**src/rtl/rau_pkg.sv**
```systemverilog
// ----------------------------------------------------------------------------
// rau_pkg
// Types and constants shared by the rational arithmetic unit modules.
// ----------------------------------------------------------------------------
package rau_pkg;

   typedef enum logic [3:0] {
      OP_ADD = 4'd0,
      OP_SUB = 4'd1,
      OP_MUL = 4'd2,
      OP_DIV = 4'd3,
      OP_LT  = 4'd4,
      OP_LE  = 4'd5,
      OP_EQ  = 4'd6,
      OP_NE  = 4'd7,
      OP_GE  = 4'd8,
      OP_GT  = 4'd9
   } op_type;

   localparam logic [1:0] ST_OK   = 2'd0;
   localparam logic [1:0] ST_DIV0 = 2'd1;
   localparam logic [1:0] ST_OVF  = 2'd2;

   typedef struct packed {
      logic [3:0]         op;
      logic signed [31:0] a_num;
      logic [30:0]        a_den;
      logic signed [31:0] b_num;
      logic [30:0]        b_den;
   } req_type;

   typedef struct packed {
      logic signed [31:0] res_num;
      logic [30:0]        res_den;
      logic               truth;
      logic [1:0]         status;
   } rsp_type;

   // Divider handshake: start with operands, done with quotient/remainder.
   typedef struct packed {
      logic        start;
      logic [63:0] dividend;
      logic [63:0] divisor;
   } div_req_type;

   typedef struct packed {
      logic        busy;
      logic        done;
      logic [63:0] quo;
      logic [63:0] rem;
   } div_rsp_type;

   typedef enum logic [4:0] {
      S_IDLE,
      S_CHECK,
      S_G1_DIV,
      S_G1_WAIT,
      S_G1_STEP,
      S_G2_DIV,
      S_G2_WAIT,
      S_G2_STEP,
      S_Q_DIV,
      S_Q_WAIT,
      S_MUL1,
      S_MUL2,
      S_MUL3,
      S_COMBINE,
      S_RG_DIV,
      S_RG_WAIT,
      S_RG_STEP,
      S_RN_DIV,
      S_RN_WAIT,
      S_RD_DIV,
      S_RD_WAIT,
      S_FINISH,
      S_DONE
   } state_type;

endpackage

```
**src/rtl/rau_div.sv**
```systemverilog
// ----------------------------------------------------------------------------
// rau_div
// Shared 64-bit unsigned restoring divider, one quotient bit per cycle.
// ----------------------------------------------------------------------------
module rau_div (
   input  logic                 clock,
   input  logic                 reset,
   input  rau_pkg::div_req_type dreq,
   output rau_pkg::div_rsp_type drsp
);
   import rau_pkg::*;

   logic [63:0] quo_ff, quo_in;
   logic [63:0] rem_ff, rem_in;
   logic [63:0] dsr_ff, dsr_in;
   logic [6:0]  cnt_ff, cnt_in;
   logic        busy_ff, busy_in;
   logic        done_ff, done_in;
   logic [64:0] trial;

   always_comb begin
      quo_in  = quo_ff;
      rem_in  = rem_ff;
      dsr_in  = dsr_ff;
      cnt_in  = cnt_ff;
      busy_in = busy_ff;
      done_in = 1'b0;
      trial   = {rem_ff, quo_ff[63]} - {1'b0, dsr_ff};
      if (dreq.start && !busy_ff) begin
         quo_in  = dreq.dividend;
         rem_in  = '0;
         dsr_in  = dreq.divisor;
         cnt_in  = 7'd64;
         busy_in = 1'b1;
      end else if (busy_ff) begin
         if (!trial[64]) begin
            rem_in = trial[63:0];
            quo_in = {quo_ff[62:0], 1'b1};
         end else begin
            rem_in = {rem_ff[62:0], quo_ff[63]};
            quo_in = {quo_ff[62:0], 1'b0};
         end
         cnt_in = cnt_ff - 7'd1;
         if (cnt_ff == 7'd1) begin
            busy_in = 1'b0;
            done_in = 1'b1;
         end
      end
   end

   always_ff @(posedge clock) begin
      quo_ff <= quo_in;
      rem_ff <= rem_in;
      dsr_ff <= dsr_in;
      if (reset) begin
         cnt_ff  <= '0;
         busy_ff <= 1'b0;
         done_ff <= 1'b0;
      end else begin
         cnt_ff  <= cnt_in;
         busy_ff <= busy_in;
         done_ff <= done_in;
      end
   end

   assign drsp.busy = busy_ff;
   assign drsp.done = done_ff;
   assign drsp.quo  = quo_ff;
   assign drsp.rem  = rem_ff;

`ifndef SYNTHESIS
   a_done_after_busy: assert property (@(posedge clock) disable iff (reset)
      done_ff |-> $past(busy_ff)) else $error("done without busy");
   a_done_clears: assert property (@(posedge clock) disable iff (reset)
      done_ff |-> !busy_ff) else $error("busy with done");
   a_cnt_zero_idle: assert property (@(posedge clock) disable iff (reset)
      !busy_ff |-> cnt_ff == 7'd0) else $error("count nonzero when idle");
`endif

endmodule

```
**config.mk**
```make
export PLATFORM = sky130hd
export DESIGN_NAME = rau_div
export DESIGN_NICKNAME = d
export VERILOG_FILES = /design/src/rtl/rau_pkg.sv /design/src/rtl/rau_div.sv
export SDC_FILE = /design/constraint.sdc
export NUM_CORES = 1
export LEC_CHECK = 0
export ABC_AREA = 1
export ABC_CLOCK_PERIOD_IN_PS = 7500
export BUFFER_PORTS_ARGS = -buffer_cell sky130_fd_sc_hd__buf_2
export CORE_MARGIN = 2
export CORE_UTILIZATION = 29
export CTS_CLUSTER_DIAMETER = 60
export DETAILED_ROUTE_END_ITERATION = 16
export SLEW_MARGIN = 30
export SYNTH_ARGS = -nofsm -noshare
export SYNTH_HDL_FRONTEND = slang
export SYNTH_SLANG_ARGS = --single-unit
```
**constraint.sdc**
```tcl
create_clock -name clock -period 7.5 [get_ports clock]
set_input_delay 0.75 -clock clock [delete_from_list [all_inputs] [get_ports clock]]
set_output_delay 0.75 -clock clock [all_outputs]
set_load 0.03 [all_outputs]
```
* After elaboration in Yosys (flattened, before gate mapping) *
Index checks and enable logic that the tools add are counted.

word-level totals
  flip-flop bits (word level) = 201
  word-level logic and storage cells = 26
  input bits = 131

cells by class
  bitwise logic cells = 1
  add/subtract/negate cells = 2
  eq/ne operators = 1
  reductions and logical operators = 5
  mux-type cells = 10

operator list
  kind                 count
  $mux 64              3
  $sub 65x64->65       1
  $mux 7               2
  $eq 7x1->1 const B   1
  $sub 7x1->7 const B  1
  $mux 1               5
  $reduce_or 3->1      1
  $reduce_bool 2->1    1
  $reduce_or 2->1      1
  $logic_and 1x1->1    1
  $logic_not 1->1      1
  $not 1->1            1

* Logic depth before layout (Yosys ltp) *
  word-level depth = 4
  mapped depth = 21
  mapped depth without buffers = 20

* Least setup slack after synthesis *
OpenSTA, ideal clock, no wires.

  kind = in2reg
  start = input dreq[128] (netlist bit)
  end = register dsr_ff[0] (enable)
  stages = 3
  required time = 7.047 ns
  arrival = 2.979 ns
  library setup time = 0.453 ns
  path slack = 4.068 ns
  cells stage by stage = nand2_1 inv_1 clkbuf_1

between the ends
  cells in the longest elaborated chain, start to end = 1

ends and longest elaborated chain
  what                  RTL line       source
  start, declared       rau_div.sv:8   input rau_pkg::div_req_type dreq,
  $logic_and 1x1->1     rau_div.sv:29  if (dreq.start && !busy_ff) begin
  end signal, assigned  rau_div.sv:54  dsr_ff <= dsr_in;
  end, declared         rau_div.sv:15  logic [63:0] dsr_ff, dsr_in;

Every way passes these cells.
A chain may end at the register's enable or synchronous reset.

* Worst setup path in the final report *
  start = register quo_ff[63]
  end = register rem_ff[51]

between the ends
  cells in the longest elaborated chain, start to end = 2

ends and longest elaborated chain
  what                    RTL line       source
  start, declared         rau_div.sv:13  logic [63:0] quo_ff, quo_in;
  start signal, assigned  rau_div.sv:52  quo_ff <= quo_in;
  $sub 65x64->65          rau_div.sv:28  trial = {rem_ff, quo_ff[63]} - {1'b0, dsr_ff};
  $mux 64                 rau_div.sv:36  if (!trial[64]) begin
  end signal, assigned    rau_div.sv:53  rem_ff <= rem_in;
  end, declared           rau_div.sv:14  logic [63:0] rem_ff, rem_in;

Every way passes these cells.

==> metrics.cfg <==
[timing]
fin_setup_tns_ns = 0
fin_crit_sh_pct = 44.6
rsz0062_at_grt = no
clock.fmax_mhz = 299
drv_slew = 0
finalWorstPathRequiredPeriod_ns = 3.35
clock_skew_ns = 0.0338
slew_headroom_pct = 43.9
hold_viol = 0
finalSetupViolations = 0
layout_setup_ws_ns = 4.15
tightest_slew_ns = 0.842

[critical_path]
worstPathArrival_ns = 3.88
r2r_start = quo_ff[63]$_DFFE_PP_
critPathSlowestCell = buf_4
r2r_slack_ns = 4.15
critical_path_class = reg -> reg
crit_path_start_kind = flop
crit_chain = inv_1, ha_1, fa_1, inv_1, nand2_1, nand2_1, nand3_1, nand2_2, nand2_2, nand2_2, nand2_1, nand2_2, nand2_2, nand2_2, nand2_1, nand2_2, buf_4, nand2_1, nand2_1, nand2_1, nand2_1
cp.buffers_inverters = 3
timing.rr.end = rem_ff[51]$_SDFFE_PP0P_
timing.critical_path.mode_cell = nand2_1
cp_max_fo = 62
r2r_cells = 21
cp.required_ns = 8.03
slowest_delay_ns = 0.52
end_kind = flop
crit_family = simple AND/OR/NAND/NOR gates

[die]
die_h_um = 229
io_pins = 261
initial_core_util_pct = 29.4
rows = 82
dieWidth_um = 229
core-area_mm2 = 0.0501
die-area_mm2 = 0.0525

[global_route]
use_met2_pct = 30.2
gr-usage-met3_pct = 4.08
grt_max_degree = 70
grtUsageTotal_pct = 18.0
antenna_found_initial = 2
busiest_layer = met2
grt_pass1_wl_um = 74800
grt-ovfl-total = 0
grt_pass1_vias = 13400
met1_usage_pct = 23.5

[cts]
ctsHoldBuffers = 0
clkLatencyLatePin_ns = 0.59
cts_tree = done
clock_path_buffers = 3
path_clk_slew_ns = 0.06
root_buffer = clkbuf_16
cts_setup_buffers = 0
cts-resized-gates = 0
cts-htree-levels = 1
numCtsBuffers = 28
cts.sinks = 201

[placement]
io_buffer_count = 260
dp_slack_ns = 4.11
place_congestion = 0.959
hpwl_um = 37700

[route]
drc = 0
wire_per_inst_um = 14.3
drt-total-wl_um = 47200
firstDrtPassIters = 5
routed_via_density = 4.26
antenna_left = 0
via_count = 14000
drtIter0Drc = 822

[status]
outcome = complete, no violations

[logic_synthesis]
synth_top_area_share_pct = 28.0
synth.area.top_cells = nand2_1 28%, edfxtp_1 26%, inv_1 13%
synth_area_mm2 = 0.0147
seq_area_frac_synth_pct = 36.1
ys.flop_type = edfxtp_1
synth.avg_cell_area_um2 = 6.26
yosysUniqueCellTypes = 34
synth_seq_cells = 201
syn_inst = 2348
synth_nets = 2546
synth_edf_count = 128
async_reset_ff_share_pct = 0
yosys.area.top_type = nand2_1
synth_warnings = 0

[layout]
drive_above_1_share_pct = 14.6
finalNetCount = 2799
layout_common_cells = 1095 x nand2_1, 521 x inv_1, 260 x buf_2
areaGrowthSynthToFinish_pct = 19.6
num-fill-cells = 5735
antennaDiodeCount = 0
mostFrequentLayoutCell = nand2_1

[worst_hold_path]
hp-start = dreq[63]
holdPathStages = 1
min_path_type = in -> reg
hold_path_end = dsr_ff[63]$_DFFE_PP_

[power_and_ir_drop]
ir_worst_vdd_uv = 192
p_leak_nw = 10.3
p_per_area_mw_per_mm2 = 365

[run]
cap_viol_max_count = 0

-- stage by stage --
step                      power (mW)  instance area (um^2)  hold WS [ns]  cells  utilization (%)
after floorplan                 4.19                 14700         0.454   2348                -
after global placement          5.09                 16600         0.474   3243             33.2
after detailed placement        5.10                 16600         0.480   3243             33.2
after CTS                       6.50                 17600         0.294   3294             35.1
after global routing            7.02                 17600         0.303   3294             35.1
final                           6.42                 17600         0.334   3294             35.1
-- cells in the mapped netlist (2+ instances only) --
cell type and n:
nand4_1 15, o21ai_0 3, buf_1 3, nor2_1 117
buf_2 5, nor2_2 7, ha_1 66, a21oi_1 44
edfxtp_1 128, nand3_1 111, and2_1 3, nand2_1 1096
inv_1 523, xor2_1 30, xnor2_1 2, or2_2 3
and3_1 2, nor3_1 12, buf_4 4, clkbuf_1 25
dfxtp_1 73, buf_12 5, nand2_2 54, nand3b_1 2
inv_2 3, nor4_1 4
-- report_power, final --
group          internal (mW)  total (mW)  switching [mW]  leakage [nW]
clock                  0.809        1.35           0.540         0.451
sequential              1.43        1.64           0.212          1.86
combinational           1.04        3.43            2.39          7.98
total                   3.27        6.42            3.15          10.3
-- worst max path at each step --
stage	slack (ns)	endpoint	cells past startpoint	startpoint
3_5_place_dp	4.11	rem_ff[55]$_SDFFE_PP0P_	20	quo_ff[63]$_DFFE_PP_
5_1_grt	3.86	quo_ff[51]$_DFFE_PP_	8	busy_ff$_SDFF_PP0_
2_1_floorplan	4.07	dsr_ff[0]$_DFFE_PP_	3	dreq[128]
4_1_cts	4.09	rem_ff[55]$_SDFFE_PP0P_	20	quo_ff[63]$_DFFE_PP_
6_report	4.15	rem_ff[51]$_SDFFE_PP0P_	21	quo_ff[63]$_DFFE_PP_
3_3_place_gp	4.21	quo_ff[63]$_DFFE_PP_	8	busy_ff$_SDFF_PP0_
-- flip-flops by register name, summed over array words and instances, names as in the netlist --
signal and flops:
busy_ff 1, cnt_ff 7, done_ff 1, dsr_ff 64
quo_ff 64, rem_ff 64
-- layout make-up --
class	instances	area, um^2	share of cell area (%)
timing repair buffer	266	1350	7.66
tap	672	841	4.78
clock buffer	32	736	4.18
multi-input combinational	1577	7170	40.8
sequential	201	5310	30.2
inverter	527	1980	11.3
clock inverter	19	204	1.16
-- worst register-to-register path: cells and delay by family, from the launching register on --
family / cells / cell delay (ns)
buffers and inverters: 3 / 0.70
adder cells (fa/ha/maj): 2 / 0.67
AND/OR/NAND/NOR: 16 / 1.55
flip-flops: 1 / 0.38
-- logic make-up (layout without fill, tap and decap cells) --
family / after synthesis / in the layout / synth area share (%)
AND/OR/NAND/NOR: 1429 / 1429 / 39.3
buffers and inverters: 570 / 844 / 15.3
flip-flops: 201 / 201 / 36.1
adder cells (fa/ha/maj): 67 / 67 / 5.75
AO/OA/AOI/OAI: 49 / 49 / 1.69
XOR/XNOR: 32 / 32 / 1.91
-- metal layers --
metal | up-vias | wire (um)
met2 | 403 | 21300
met4 | 4 | 981
met1 | 6110 | 21600
met5 | - | 23
met3 | 57 | 3240
li1 | 7466 | -
Power figures use the tool's default switching activity.
